==> src/sv/stq_pkg.sv <==
package stq_pkg;

   localparam logic [31:0] ALL_ONES    = 32'hffff_ffff;
   localparam logic [31:0] DL_MAX      = 32'hffff_fffe;
   localparam int          MAX_RESULTS = 16;

   // opcodes
   localparam logic [2:0] OP_ALLOC   = 3'd0;
   localparam logic [2:0] OP_FREE    = 3'd1;
   localparam logic [2:0] OP_PAYLOAD = 3'd2;
   localparam logic [2:0] OP_ARM     = 3'd3;
   localparam logic [2:0] OP_TICK    = 3'd4;

   // result status codes
   localparam logic [2:0] ST_OK      = 3'd0;
   localparam logic [2:0] ST_NOFREE  = 3'd1;
   localparam logic [2:0] ST_BAD     = 3'd2;
   localparam logic [2:0] ST_EXPIRED = 3'd3;
   localparam logic [2:0] ST_NONE    = 3'd4;

   // slot modes
   localparam logic [1:0] MODE_FREE  = 2'd0;
   localparam logic [1:0] MODE_ALLOC = 2'd1;
   localparam logic [1:0] MODE_ARMED = 2'd2;

   typedef enum logic [3:0] {
      S_IDLE,
      S_DECODE,
      S_WALK,
      S_LINK,
      S_LINK_PREV,
      S_ARM_DONE,
      S_EXP_RD,
      S_EXP_NX,
      S_EXP_DL
   } state_type;

   typedef enum logic [1:0] {
      DEC_PLAIN,
      DEC_ARM,
      DEC_TICK
   } dec_kind_type;

   typedef enum logic [1:0] {
      RD_HEAD,
      RD_LINK,
      RD_NEXT
   } rd_sel_type;

   typedef struct packed {
      logic       capture;
      logic       decode;
      logic       walk_step;
      logic       link_self;
      logic       link_prev;
      logic       arm_done;
      logic       exp_take;
      logic       exp_emit;
      rd_sel_type rd_sel;
   } cmd_type;

   typedef struct packed {
      dec_kind_type kind;
      logic         out_busy;
      logic         head_vld;
      logic         walk_stop;
      logic         link_vld;
      logic         prev_vld;
      logic         more;
   } sts_type;

endpackage

==> src/sv/stq_ram.sv <==
module stq_ram #(
   parameter int WIDTH = 32,
   parameter int DEPTH = 16
) (
   input  logic                     clock,
   input  logic                     wr_en,
   input  logic [$clog2(DEPTH)-1:0] wr_addr,
   input  logic [WIDTH-1:0]         wr_data,
   input  logic [$clog2(DEPTH)-1:0] rd_addr,
   output logic [WIDTH-1:0]         rd_data
);

   logic [WIDTH-1:0] mem [DEPTH];

   // one write port, registered read port
   always_ff @(posedge clock) begin
      if (wr_en) begin
         mem[wr_addr] <= wr_data;
      end
      rd_data <= mem[rd_addr];
   end

endmodule

==> src/sv/stq_ctrl.sv <==
module stq_ctrl (
   input  logic             clock,
   input  logic             reset,
   input  logic             req_valid,
   output logic             req_stall,
   input  stq_pkg::sts_type sts,
   output stq_pkg::cmd_type cmd
);
   import stq_pkg::*;

   state_type state_ff, state_in;

   always_ff @(posedge clock) begin
      if (reset) begin
         state_ff <= S_IDLE;
      end else begin
         state_ff <= state_in;
      end
   end

   // next state
   always_comb begin
      state_in = state_ff;
      case (state_ff)
         S_IDLE: begin
            if (req_valid) state_in = S_DECODE;
         end
         S_DECODE: begin
            if (!sts.out_busy) begin
               case (sts.kind)
                  DEC_ARM:  state_in = sts.head_vld ? S_WALK : S_LINK;
                  DEC_TICK: state_in = S_EXP_RD;
                  default:  state_in = S_IDLE;
               endcase
            end
         end
         S_WALK: begin
            if (sts.walk_stop || !sts.link_vld) state_in = S_LINK;
         end
         S_LINK: begin
            state_in = sts.prev_vld ? S_LINK_PREV : S_ARM_DONE;
         end
         S_LINK_PREV: state_in = S_ARM_DONE;
         S_ARM_DONE: begin
            if (!sts.out_busy) state_in = S_IDLE;
         end
         S_EXP_RD: state_in = S_EXP_NX;
         S_EXP_NX: state_in = S_EXP_DL;
         S_EXP_DL: begin
            if (!sts.out_busy) state_in = sts.more ? S_EXP_RD : S_IDLE;
         end
         default: state_in = S_IDLE;
      endcase
   end

   // commands
   always_comb begin
      cmd = '0;
      cmd.rd_sel = RD_HEAD;
      req_stall = (state_ff != S_IDLE);
      case (state_ff)
         S_IDLE:      cmd.capture = req_valid;
         S_DECODE:    cmd.decode = !sts.out_busy;
         S_WALK: begin
            cmd.rd_sel = RD_LINK;
            cmd.walk_step = !sts.walk_stop;
         end
         S_LINK:      cmd.link_self = 1'b1;
         S_LINK_PREV: cmd.link_prev = 1'b1;
         S_ARM_DONE:  cmd.arm_done = !sts.out_busy;
         S_EXP_RD:    cmd.rd_sel = RD_HEAD;
         S_EXP_NX: begin
            cmd.rd_sel = RD_LINK;
            cmd.exp_take = 1'b1;
         end
         S_EXP_DL: begin
            cmd.rd_sel = RD_NEXT;
            cmd.exp_emit = !sts.out_busy;
         end
         default: cmd = '0;
      endcase
   end

endmodule

==> src/sv/stq_dpath.sv <==
module stq_dpath #(
   parameter int SLOTS = 16
) (
   input  logic             clock,
   input  logic             reset,
   input  logic [2:0]       req_opcode,
   input  logic [3:0]       req_slot,
   input  logic [31:0]      req_payload,
   input  logic [2:0]       req_destination,
   input  logic [31:0]      req_delay,
   input  stq_pkg::cmd_type cmd,
   output stq_pkg::sts_type sts,
   output logic             rsp_valid,
   input  logic             rsp_stall,
   output logic [2:0]       rsp_status,
   output logic [3:0]       rsp_slot_out,
   output logic [31:0]      rsp_payload_out,
   output logic [2:0]       rsp_dest_out,
   output logic             rsp_last
);
   import stq_pkg::*;

   localparam int IW = $clog2(SLOTS);
   localparam int LW = IW + 1;

   // captured request
   logic [2:0]  op_ff;
   logic [3:0]  slot_ff;
   logic [31:0] pl_ff;
   logic [2:0]  ds_ff;
   logic [31:0] dl_ff;

   // queue state
   logic [31:0]   count_ff;
   logic [1:0]    mode_ff [SLOTS];
   logic          head_vld_ff;
   logic [IW-1:0] head_ff;
   logic [31:0]   head_dl_ff;

   // walk and expiry scratch
   logic          cur_vld_ff, prev_vld_ff, nxt_vld_ff;
   logic [IW-1:0] cur_ff, prev_ff, nxt_ff, h_ff;
   logic [31:0]   hpl_ff;
   logic [2:0]    hds_ff;
   logic [4:0]    n_ff;

   // output register
   logic        out_vld_ff;
   logic [2:0]  out_st_ff;
   logic [3:0]  out_sl_ff;
   logic [31:0] out_pl_ff;
   logic [2:0]  out_ds_ff;
   logic        out_last_ff;

   // ram ports
   logic [IW-1:0] rd_addr;
   logic [31:0]   rd_dl;
   logic [LW-1:0] rd_lk;
   logic [34:0]   rd_pd;
   logic          dl_we, lk_we, pd_we;
   logic [IW-1:0] lk_waddr;
   logic [LW-1:0] lk_wdata;

   logic [IW-1:0] slot_idx;
   logic          slot_ok;
   logic [1:0]    slot_mode;
   logic          free_found;
   logic [IW-1:0] free_idx;
   logic [31:0]   count_inc;
   logic [32:0]   sum33;
   logic [31:0]   new_dl;
   dec_kind_type  kind;
   logic [2:0]    dec_st;
   logic [3:0]    dec_sl;
   logic          mode_we;
   logic [IW-1:0] mode_widx;
   logic [1:0]    mode_wval;
   logic [4:0]    n_inc;

   assign slot_idx  = IW'(slot_ff);
   assign slot_ok   = {3'b000, slot_ff} < 7'(SLOTS);
   assign slot_mode = mode_ff[slot_idx];
   assign count_inc = count_ff + 32'd1;
   assign sum33     = {1'b0, count_ff} + {1'b0, dl_ff};
   assign new_dl    = (sum33[32] || sum33[31:0] == ALL_ONES) ? DL_MAX : sum33[31:0];
   assign n_inc     = n_ff + 5'd1;

   // lowest free slot
   always_comb begin
      free_found = 1'b0;
      free_idx   = '0;
      for (int i = SLOTS - 1; i >= 0; i--) begin
         if (mode_ff[i] == MODE_FREE) begin
            free_found = 1'b1;
            free_idx   = IW'(i);
         end
      end
   end

   // opcode decode
   always_comb begin
      kind      = DEC_PLAIN;
      dec_st    = ST_BAD;
      dec_sl    = 4'd0;
      mode_we   = 1'b0;
      mode_widx = slot_idx;
      mode_wval = MODE_FREE;
      pd_we     = 1'b0;
      dl_we     = 1'b0;
      case (op_ff)
         OP_ALLOC: begin
            if (free_found) begin
               dec_st    = ST_OK;
               dec_sl    = 4'(free_idx);
               mode_we   = cmd.decode;
               mode_widx = free_idx;
               mode_wval = MODE_ALLOC;
            end else begin
               dec_st = ST_NOFREE;
            end
         end
         OP_FREE: begin
            if (slot_ok && slot_mode == MODE_ALLOC) begin
               dec_st    = ST_OK;
               mode_we   = cmd.decode;
               mode_wval = MODE_FREE;
            end
         end
         OP_PAYLOAD: begin
            if (slot_ok && slot_mode != MODE_FREE) begin
               dec_st = ST_OK;
               pd_we  = cmd.decode;
            end
         end
         OP_ARM: begin
            if (slot_ok && slot_mode == MODE_ALLOC) begin
               kind      = DEC_ARM;
               dec_st    = ST_OK;
               mode_we   = cmd.decode;
               mode_wval = MODE_ARMED;
               dl_we     = cmd.decode;
            end
         end
         OP_TICK: begin
            if (head_vld_ff && head_dl_ff <= count_inc) begin
               kind = DEC_TICK;
            end else begin
               dec_st = ST_NONE;
            end
         end
         default: dec_st = ST_BAD;
      endcase
   end

   // shared read address of the rams
   always_comb begin
      case (cmd.rd_sel)
         RD_LINK: rd_addr = rd_lk[IW-1:0];
         RD_NEXT: rd_addr = nxt_ff;
         default: rd_addr = head_ff;
      endcase
   end

   // link ram writes
   always_comb begin
      lk_we    = cmd.link_self || cmd.link_prev;
      lk_waddr = cmd.link_prev ? prev_ff : slot_idx;
      lk_wdata = cmd.link_prev ? {1'b1, slot_idx} : {cur_vld_ff, cur_ff};
   end

   stq_ram #(.WIDTH(32), .DEPTH(SLOTS)) u_dl_ram (
      .clock   (clock),
      .wr_en   (dl_we),
      .wr_addr (slot_idx),
      .wr_data (new_dl),
      .rd_addr (rd_addr),
      .rd_data (rd_dl)
   );

   stq_ram #(.WIDTH(LW), .DEPTH(SLOTS)) u_lk_ram (
      .clock   (clock),
      .wr_en   (lk_we),
      .wr_addr (lk_waddr),
      .wr_data (lk_wdata),
      .rd_addr (rd_addr),
      .rd_data (rd_lk)
   );

   stq_ram #(.WIDTH(35), .DEPTH(SLOTS)) u_pd_ram (
      .clock   (clock),
      .wr_en   (pd_we),
      .wr_addr (slot_idx),
      .wr_data ({ds_ff, pl_ff}),
      .rd_addr (rd_addr),
      .rd_data (rd_pd)
   );

   // request capture and scratch registers
   always_ff @(posedge clock) begin
      if (cmd.capture) begin
         op_ff   <= req_opcode;
         slot_ff <= req_slot;
         pl_ff   <= req_payload;
         ds_ff   <= req_destination;
         dl_ff   <= req_delay;
      end
      if (cmd.decode && kind == DEC_ARM) begin
         dl_ff       <= new_dl;
         cur_ff      <= head_ff;
         cur_vld_ff  <= head_vld_ff;
         prev_vld_ff <= 1'b0;
      end
      if (cmd.walk_step) begin
         prev_ff     <= cur_ff;
         prev_vld_ff <= 1'b1;
         cur_ff      <= rd_lk[IW-1:0];
         cur_vld_ff  <= rd_lk[IW];
      end
      if (cmd.exp_take) begin
         h_ff       <= head_ff;
         hpl_ff     <= rd_pd[31:0];
         hds_ff     <= rd_pd[34:32];
         nxt_ff     <= rd_lk[IW-1:0];
         nxt_vld_ff <= rd_lk[IW];
      end
   end

   // control state
   always_ff @(posedge clock) begin
      if (reset) begin
         count_ff    <= '0;
         head_vld_ff <= 1'b0;
         head_ff     <= '0;
         head_dl_ff  <= ALL_ONES;
         n_ff        <= '0;
         for (int i = 0; i < SLOTS; i++) begin
            mode_ff[i] <= MODE_FREE;
         end
      end else begin
         if (cmd.decode && op_ff == OP_TICK) begin
            count_ff <= count_inc;
            n_ff     <= '0;
         end
         if (mode_we) begin
            mode_ff[mode_widx] <= mode_wval;
         end
         if (cmd.exp_take) begin
            mode_ff[head_ff] <= MODE_ALLOC;
         end
         if (cmd.link_self && !prev_vld_ff) begin
            head_vld_ff <= 1'b1;
            head_ff     <= slot_idx;
            head_dl_ff  <= dl_ff;
         end
         if (cmd.exp_emit) begin
            head_vld_ff <= nxt_vld_ff;
            head_ff     <= nxt_ff;
            head_dl_ff  <= nxt_vld_ff ? rd_dl : ALL_ONES;
            n_ff        <= n_inc;
         end
      end
   end

   assign sts.more = (32'(n_inc) < 32'(MAX_RESULTS)) && nxt_vld_ff && rd_dl <= count_ff;

   // result register
   always_ff @(posedge clock) begin
      if (reset) begin
         out_vld_ff <= 1'b0;
      end else if (cmd.decode && kind == DEC_PLAIN || cmd.arm_done || cmd.exp_emit) begin
         out_vld_ff <= 1'b1;
      end else if (!rsp_stall) begin
         out_vld_ff <= 1'b0;
      end
   end

   always_ff @(posedge clock) begin
      if (cmd.decode && kind == DEC_PLAIN) begin
         out_st_ff   <= dec_st;
         out_sl_ff   <= dec_sl;
         out_pl_ff   <= '0;
         out_ds_ff   <= '0;
         out_last_ff <= 1'b1;
      end else if (cmd.arm_done) begin
         out_st_ff   <= ST_OK;
         out_sl_ff   <= '0;
         out_pl_ff   <= '0;
         out_ds_ff   <= '0;
         out_last_ff <= 1'b1;
      end else if (cmd.exp_emit) begin
         out_st_ff   <= ST_EXPIRED;
         out_sl_ff   <= 4'(h_ff);
         out_pl_ff   <= hpl_ff;
         out_ds_ff   <= hds_ff;
         out_last_ff <= !sts.more;
      end
   end

   assign rsp_valid       = out_vld_ff;
   assign rsp_status      = out_st_ff;
   assign rsp_slot_out    = out_sl_ff;
   assign rsp_payload_out = out_pl_ff;
   assign rsp_dest_out    = out_ds_ff;
   assign rsp_last        = out_last_ff;

   // status to controller
   assign sts.kind      = kind;
   assign sts.out_busy  = out_vld_ff;
   assign sts.head_vld  = head_vld_ff;
   assign sts.walk_stop = dl_ff <= rd_dl;
   assign sts.link_vld  = rd_lk[IW];
   assign sts.prev_vld  = prev_vld_ff;

   // an empty list reports the sentinel deadline
   a_empty_sentinel: assert property (@(posedge clock) disable iff (reset)
      !head_vld_ff |-> head_dl_ff == ALL_ONES)
      else $error("empty list without sentinel deadline");

   // the list head is never a free slot (it drops to allocated while expiring)
   a_head_armed: assert property (@(posedge clock) disable iff (reset)
      head_vld_ff |-> mode_ff[head_ff] != MODE_FREE)
      else $error("list head is a free slot");

   // a tick never emits more than the result limit
   a_result_limit: assert property (@(posedge clock) disable iff (reset)
      32'(n_ff) <= 32'(MAX_RESULTS))
      else $error("too many expiries in one tick");

   // a real deadline never reaches the sentinel
   a_head_dl: assert property (@(posedge clock) disable iff (reset)
      head_vld_ff |-> head_dl_ff != ALL_ONES)
      else $error("armed deadline equals sentinel");

endmodule

==> src/sv/sorted_timer_queue.sv <==
// Pool of SLOTS one-shot timers kept as a linked list in deadline order.
// Each request (allocate, free, set payload, arm, tick) gives one response
// transfer, except a tick that expires timers, which gives one transfer per
// expired timer (up to 16) with rsp_last on the final one. One request is
// handled at a time: arm walks the list, one entry per cycle through the
// deadline and link memories, and each expiry is fetched by memory reads.
module sorted_timer_queue #(
   parameter int SLOTS = 16
) (
   input  logic        clock,
   input  logic        reset,
   input  logic        req_valid,
   output logic        req_stall,
   input  logic [2:0]  req_opcode,
   input  logic [3:0]  req_slot,
   input  logic [31:0] req_payload,
   input  logic [2:0]  req_destination,
   input  logic [31:0] req_delay,
   output logic        rsp_valid,
   input  logic        rsp_stall,
   output logic [2:0]  rsp_status,
   output logic [3:0]  rsp_slot_out,
   output logic [31:0] rsp_payload_out,
   output logic [2:0]  rsp_dest_out,
   output logic        rsp_last
);
   import stq_pkg::*;

   cmd_type cmd;
   sts_type sts;

   stq_ctrl u_ctrl (
      .clock     (clock),
      .reset     (reset),
      .req_valid (req_valid),
      .req_stall (req_stall),
      .sts       (sts),
      .cmd       (cmd)
   );

   stq_dpath #(.SLOTS(SLOTS)) u_dpath (
      .clock           (clock),
      .reset           (reset),
      .req_opcode      (req_opcode),
      .req_slot        (req_slot),
      .req_payload     (req_payload),
      .req_destination (req_destination),
      .req_delay       (req_delay),
      .cmd             (cmd),
      .sts             (sts),
      .rsp_valid       (rsp_valid),
      .rsp_stall       (rsp_stall),
      .rsp_status      (rsp_status),
      .rsp_slot_out    (rsp_slot_out),
      .rsp_payload_out (rsp_payload_out),
      .rsp_dest_out    (rsp_dest_out),
      .rsp_last        (rsp_last)
   );

endmodule

==> config.mk <==
export PLATFORM = sky130hd
export DESIGN_NAME = sorted_timer_queue
export DESIGN_NICKNAME = d
export VERILOG_FILES = /design/src/sv/stq_pkg.sv /design/src/sv/stq_ram.sv /design/src/sv/stq_ctrl.sv /design/src/sv/stq_dpath.sv /design/src/sv/sorted_timer_queue.sv
export SDC_FILE = /design/constraint.sdc
export NUM_CORES = 2
export LEC_CHECK = 0
export ABC_AREA = 1
export BUFFER_PORTS_ARGS = -buffer_cell sky130_fd_sc_hd__clkbuf_2
export CORE_MARGIN = 3
export CORE_UTILIZATION = 50
export CTS_BUF_LIST = sky130_fd_sc_hd__clkbuf_4 sky130_fd_sc_hd__clkbuf_8
export DETAILED_ROUTE_END_ITERATION = 10
export PLACE_DENSITY_LB_ADDON = 0.25
export SYNTH_ARGS = -nofsm -noshare
export SYNTH_HDL_FRONTEND = slang
export SYNTH_SLANG_ARGS = --single-unit
export TNS_END_PERCENT = 30
==> constraint.sdc <==
create_clock -name clock -period 6.2 [get_ports clock]
set_input_delay 0.62 -clock clock [delete_from_list [all_inputs] [get_ports clock]]
set_output_delay 0.62 -clock clock [all_outputs]
set_load 0.03 [all_outputs]
# After elaboration in Yosys (flattened, before gate mapping)
# Memory sizes are Yosys's and may differ from the RTL's. A register that Yosys moved wholly into a read port is not among the register bits.
# Index checks and enable logic that the tools add are counted.
# word_totals
n_memories	4
ram_bits	1184
in_bits	78
reg_bits	250
out_inout_bits	45
elab_cells	230
# op_classes
addsub	3
n_eq_ne	24
n_reduce_logical	49
n_mux	120
order_cmp	4
# memory_table
name	depth	word_bits	read_ports	rd_ports_with_merged_regs	wr	line	text
u_dpath.u_pd_ram.mem	16	35	1	1	1	stq_ram.sv:13	logic [WIDTH-1:0] mem [DEPTH];
u_dpath.u_dl_ram.mem	16	32	1	1	1	stq_ram.sv:13	
u_dpath.u_lk_ram.mem	16	5	1	1	1	stq_ram.sv:13	
u_dpath.mode_ff	16	2	17	1	16	stq_dpath.sv:35	logic [1:0] mode_ff [SLOTS];
# op_table
operator	n
2-to-1 mux 32 bit	6
2-to-1 mux 4 bit	36
<= comparator 32 bit	3
2-to-1 mux 1 bit	56
case mux 4 bit (9 select lines)	1
logical NOT 2 bit	17
adder 32 x 32 -> 33 bit	1
adder 32 x 1 -> 32 bit (second input constant)	1
equality test 32 bit (second input constant)	1
equality test 4 x 3 -> 1 bit (second input constant)	4
case mux 4 bit (2 select lines)	2
2-to-1 mux 3 bit	5
2-to-1 mux 5 bit	3
2-to-1 mux 2 bit	6
case mux 2 bit (2 select lines)	3
case mux 3 bit (4 select lines)	1
nonzero test 2 bit	5
OR reduction 2 bit	5
equality test 4 x 2 -> 1 bit (second input constant)	2
inequality test 2 bit (second input constant)	4
logical AND 1 bit	7
equality test 2 x 1 -> 1 bit (second input constant)	3
equality test 3 x 2 -> 1 bit (second input constant)	2
adder 5 x 1 -> 5 bit (second input constant)	1
15 further kinds	25

# Longest topological paths before layout
# An unclocked memory read counts as a cell.
# depth
depth_word	26
depth_mapped	29
depth_no_buf	29

# Hierarchy
# Synthesis repeated with hierarchy kept, for this count alone.
# unflattened
hier_cells	6995
hier_area_um2	68496.9
# by_module_without_submodules
mod	instances	seq_area_each_um2	cells_per_inst	area_per_inst_um2
stq_ram (u_dpath.u_pd_ram)	1	17516.8	2315	24606.1
stq_ram (u_dpath.u_dl_ram)	1	16015.4	2120	22730.6
stq_dpath	1	6986.7	2133	17032.6
stq_ram (u_dpath.u_lk_ram)	1	2502.4	355	3691.0
stq_ctrl	1	80.1	72	436.7

# Worst setup path after synthesis
# No wires, ideal clock.
# synth_timing
kind	reg2reg
startpoint	register u_dpath.count_ff[1]
endpoint	register u_dpath.dl_ff[0] (enable)
slack_ns	0.815
arrival_time_ns	4.727
setup_ns	0.658
period_less_slack_ns	5.385
path_buffers	1
t_required_ns	5.542
stages_incl_launch_ff	23
path_cell_list	dfxtp_1 -> ha_1 -> nand3_1 -> nor2_2 -> nand2_1 -> nor2_2 -> nand3_2 -> nor4_2 -> nand3_1 -> nor2_2 -> nand2_1 -> xor2_1 -> inv_1 -> ha_1 -> nand4_1 -> nor4_1 -> nand3_1 -> o21ai_0 -> nand3_1 -> ha_1 -> nand2_1 -> clkbuf_1 -> o21ai_0
# synth_between
elab_chain_len	8
# synth_rtl
item	line	text
start, declared	stq_dpath.sv:34	logic [31:0] count_ff;
start signal, assigned	stq_dpath.sv:241	count_ff <= count_inc;
adder 32 x 1 -> 32 bit	stq_dpath.sv:83	assign count_inc = count_ff + 32'd1;
<= comparator 32 bit	stq_dpath.sv:145	if (head_vld_ff && head_dl_ff <= count_inc) begin
logical AND 1 bit	stq_dpath.sv:145	
2-to-1 mux 2 bit	stq_dpath.sv:145	
case mux 2 bit (2 select lines)	stq_dpath.sv:110	case (op_ff)
equality test 2 x 1 -> 1 bit	stq_dpath.sv:207	if (cmd.decode && kind == DEC_ARM) begin
logical AND 1 bit	stq_dpath.sv:207	
nonzero test 2 bit (no line)	n/a	
end signal, assigned	stq_dpath.sv:205	dl_ff <= req_delay;
end signal, assigned	stq_dpath.sv:208	dl_ff <= new_dl;
end, declared	stq_dpath.sv:31	logic [31:0] dl_ff;
# No other way between the ends.
# A chain may end at the register's enable or synchronous reset.

# Final worst setup path
# layout_timing
startpoint	register u_dpath.count_ff[1]
endpoint	register u_dpath.dl_ff[30], data pin
# layout_between
elab_chain_len	8
elab_cells_between_ends	12
cone_classes	add/sub (2); order compare (1); eq/ne (2); mux (4); reduce/logical (3)
# layout_rtl
item	line
adder 32 x 1 -> 32 bit	stq_dpath.sv:83
<= comparator 32 bit	stq_dpath.sv:145
logical AND 1 bit	stq_dpath.sv:145
2-to-1 mux 2 bit	stq_dpath.sv:145
case mux 2 bit (2 select lines)	stq_dpath.sv:110
equality test 2 x 1 -> 1 bit	stq_dpath.sv:207
logical AND 1 bit	stq_dpath.sv:207
2-to-1 mux 32 bit (*)	stq_dpath.sv:207
# Mark *: on every way between the ends. The rest lies on a longest branch, timed or not.

==> impl_metrics.env <==
export IMPL_start_kind="register"
export IMPL_clockBufferDepth=3
export IMPL_grt_pass1_wl_um=246000
export IMPL_ys_types=53
export IMPL_ant_nets=0
export IMPL_grt_max_degree=178
export IMPL_nNetsFinal=5760
export IMPL_pin_count=123
export IMPL_min_path_type="in -> reg"
export IMPL_drtPass1Iterations=5
export IMPL_synthArstFlopShare_pct=0
export IMPL_grtUsageTotal_pct=24.6
export IMPL_drc=0
export IMPL_post_route_cell_area_um2=71500
export IMPL_clock_fmax_mhz=185
export IMPL_antenna_found_initial=5
export IMPL_clkLatencyLatePin_ns=0.92
export IMPL_drive_gt1_share_pct=12.4
export IMPL_yosys_warnings=0
export IMPL_setup_viol=0
export IMPL_min_period_ns=5.41
export IMPL_start_util_pct=50.4
export IMPL_postSynthAreaPerCell_um2=11.9
export IMPL_report_final_slew_viol_count=0
export IMPL_post_route_period_util_pct=87.3
export IMPL_nFillCells=10300
export IMPL_tns_ns=0
export IMPL_synth_area_um2=63400
export IMPL_die_h_um=362
export IMPL_dp_cells=6896
export IMPL_relSlewSlack_pct=20.4
export IMPL_worst_setup_path_type="reg -> reg"
export IMPL_overflow=0
export IMPL_drt_wl_total_um=164000
export IMPL_htreeDepth=4
export IMPL_synth_nets=5536
export IMPL_syn_inst=5322
export IMPL_place_gp_congestion=0.925
export IMPL_synth_top_area_share_pct=62.4
export IMPL_clock_root_buffer="clkbuf_8"
export IMPL_io_buffers=122
export IMPL_synth_top_area_cell="edfxtp_1"
export IMPL_synthToLayoutAreaGrowth_pct=12.7
export IMPL_critPathMaxFanout=20
export IMPL_maxCapViolations=0
export IMPL_synth_most_common_cell="edfxtp_1"
export IMPL_synth_edff_count=1318
export IMPL_path_clk_slew_ns=0.06
export IMPL_wl_per_cell_um=22.2
export IMPL_dp_hpwl_um=98400
export IMPL_ys_top_cells_by_area="edfxtp_1 62%, dfxtp_1 6.1%, nor2_1 4.9%"
export IMPL_p_leak_nw=26.3
export IMPL_coreArea_um2=126000
export IMPL_rows=130
export IMPL_stdcell_count=7392
export IMPL_ys_ff_latch=1510
export IMPL_vias=42400
export IMPL_first_iter_violations=4136
export IMPL_synth_flop_cell="edfxtp_1"
export IMPL_cp_arrival_ns=6.17
export IMPL_tritoncts="yes"
export IMPL_rsz0062_at_grt="false"
export IMPL_cts_buffers=226
export IMPL_power_density_nw_per_um2=289
export IMPL_grt_pass1_vias=40600
export IMPL_routed_via_density=5.74
export IMPL_clock_skew_ns=0.0546
export IMPL_worstMarginPinSlew_ns=1.19
export IMPL_vdd_ir_drop_max_mv=0.235
export IMPL_design_die_area_um2=131000
export IMPL_clock_sinks=1510
export IMPL_place_area_um2=66000
export IMPL_die_w_um=362
export IMPL_worstPathRequired_ns=6.95
export IMPL_status="finished clean"
export IMPL_finalHoldViolCount=0
export IMPL_ys_seq_area_share_pct=68.5
export IMPL_end_kind="register"
export IMPL_synth_common_cells="1318 x edfxtp_1, 821 x nor2_1, 665 x nand2_1"
==> kinds of logic after synthesis <==
group | share of synthesized area [%]
xor gates and xnor gates | 0.539
AOI/OAI and AO/OA | 10.4
adders and majority gates | 2.70
and+or+nand+nor | 12.0
muxes | 2.27
DFF | 68.5
buffers and inverters | 3.59
==> state kept, by name (all words and copies together) (netlist names), 5 cells and up, named ones only <==
| signal | cells |
|---|---|
| u_dpath.n_ff | 5 |
| u_dpath.pl_ff | 32 |
| u_dpath.mode_ff | 32 |
| u_dpath.dl_ff | 32 |
| u_dpath.hpl_ff | 32 |
| u_dpath.u_lk_ram.mem | 80 |
| u_dpath.rsp_payload_out | 32 |
| u_dpath.u_lk_ram.rd_data | 5 |
| u_dpath.u_dl_ram.rd_data | 32 |
| u_dpath.u_pd_ram.rd_data | 35 |
| u_dpath.u_pd_ram.mem | 560 |
| u_dpath.count_ff | 32 |
| u_dpath.u_dl_ram.mem | 512 |
| u_dpath.head_dl_ff | 32 |
==> power breakdown <==
| part | switching (mW) | total [mW] | internal (mW) |
|---|---|---|---|
| clock | 3.75 | 8.32 | 4.57 |
| sequential | 0.148 | 11.4 | 11.3 |
| combinational | 0.683 | 0.938 | 0.254 |
==> final cells by class <==
class | instances | area, um^2 | share of cell area (%)
clock inverters | 60 | 392 | 0.548
flip-flops and latches | 1510 | 43400 | 60.8
well taps | 1650 | 2060 | 2.89
inverters | 298 | 1140 | 1.59
repair buffers | 279 | 2070 | 2.90
multi-input cells | 3231 | 18000 | 25.2
diodes | 1 | 2.50 | 0.00350
clock buffers | 363 | 4360 | 6.10
==> placed cells by master, fill, tap and decap left out, types with 5 or more instances in the layout <==
cell type      netlist  layout
a21oi_1            132     132
a31oi_1              5       5
buf_12               0       8
buf_4                2      77
clkbuf_2             1     122
clkbuf_4             0     102
clkbuf_8             0     261
clkinv_1             2      26
clkinv_2             0      22
dfxtp_1            192     192
dlygate4sd3_1        0      72
edfxtp_1          1318    1318
ha_1               135     135
inv_1              290     287
inv_2                6       6
inv_8                0       5
mux2i_1            144     144
nand2_1            665     665
nand3_1            142     142
nand3_2             31      31
nand3b_1            10      10
nand4_1             33      33
nor2_1             821     788
nor2_2               9       7
nor2_4               1      36
nor3_1              92      92
nor4_1               9       9
o211ai_1            55      55
o21a_1               5       5
o21ai_0            538     536
o221ai_1           141     141
o22ai_1            108     108
o32ai_1             73      73
xnor2_1              9       9
xor2_1              30      30
==> per-layer routing <==
layer	wire (um)	track usage [%]	up-vias
met4	4380	8.21	2
met3	10900	3.52	297
met1	70000	34.0	20800
met5	7	0	-
li1	-	-	19800
met2	78500	40.2	1562
==> critical path, cell delays in order (launching register included) <==
cell and delay, ns:
dfxtp_1 0.42, ha_1 0.23, nand3_1 0.20, nor2_2 0.15, nand2_1 0.09, nor2_2 0.14, nand3_2 0.14, nor4_2 0.27
nand3_1 0.19, nor2_2 0.19, nand2_1 0.11, xor2_1 0.19, inv_1 0.07, ha_1 0.28, nand2_1 0.06, inv_1 0.05
nand3_1 0.11, nor4_1 0.28, a21boi_0 0.24, o21ai_0 0.19, nand3_1 0.19, ha_1 0.19, nand2_1 0.07, inv_1 0.67
buf_4 0.33, nand2_1 0.08, nand2_1 0.09
==> stage by stage <==
stage | worst slack, ns | total power, mW | hold slack [ns] | util [%]
detailed placement | 0.870 | 12.5 | 0.390 | 52.5
floorplan | 0.815 | 12.1 | 0.386 | -
finish | 0.788 | 20.7 | 0.0942 | 56.8
global placement | 0.992 | 12.5 | 0.388 | 52.5
CTS | 0.795 | 20.8 | 0.00108 | 56.8
global route | 0.395 | 21.4 | 0.0605 | 56.8
==> worst paths after layout <==
check / start / to / slack (ns) / cells past startpoint
min reg2reg: u_dpath.u_pd_ram.rd_data[26] / u_dpath.hpl_ff[26] / 0.40 / 0
max: u_dpath.count_ff[1] / u_dpath.dl_ff[30] / 0.79 / 26
max reg2reg: u_dpath.count_ff[1] / u_dpath.dl_ff[30] / 0.79 / 26
min: req_delay[23] / u_dpath.dl_ff[23] / 0.09 / 3
==> what timing repair did <==
item | 4_1_cts | 5_1_grt
endpoints found under the setup margin | 0 | 0
resized for setup | 0 | 0
buffers inserted | 0 | 0
hold endpoints to repair | 75 | 0
hold buffers | 72 | 0
No activity file was read; power rests on OpenSTA's default activity.
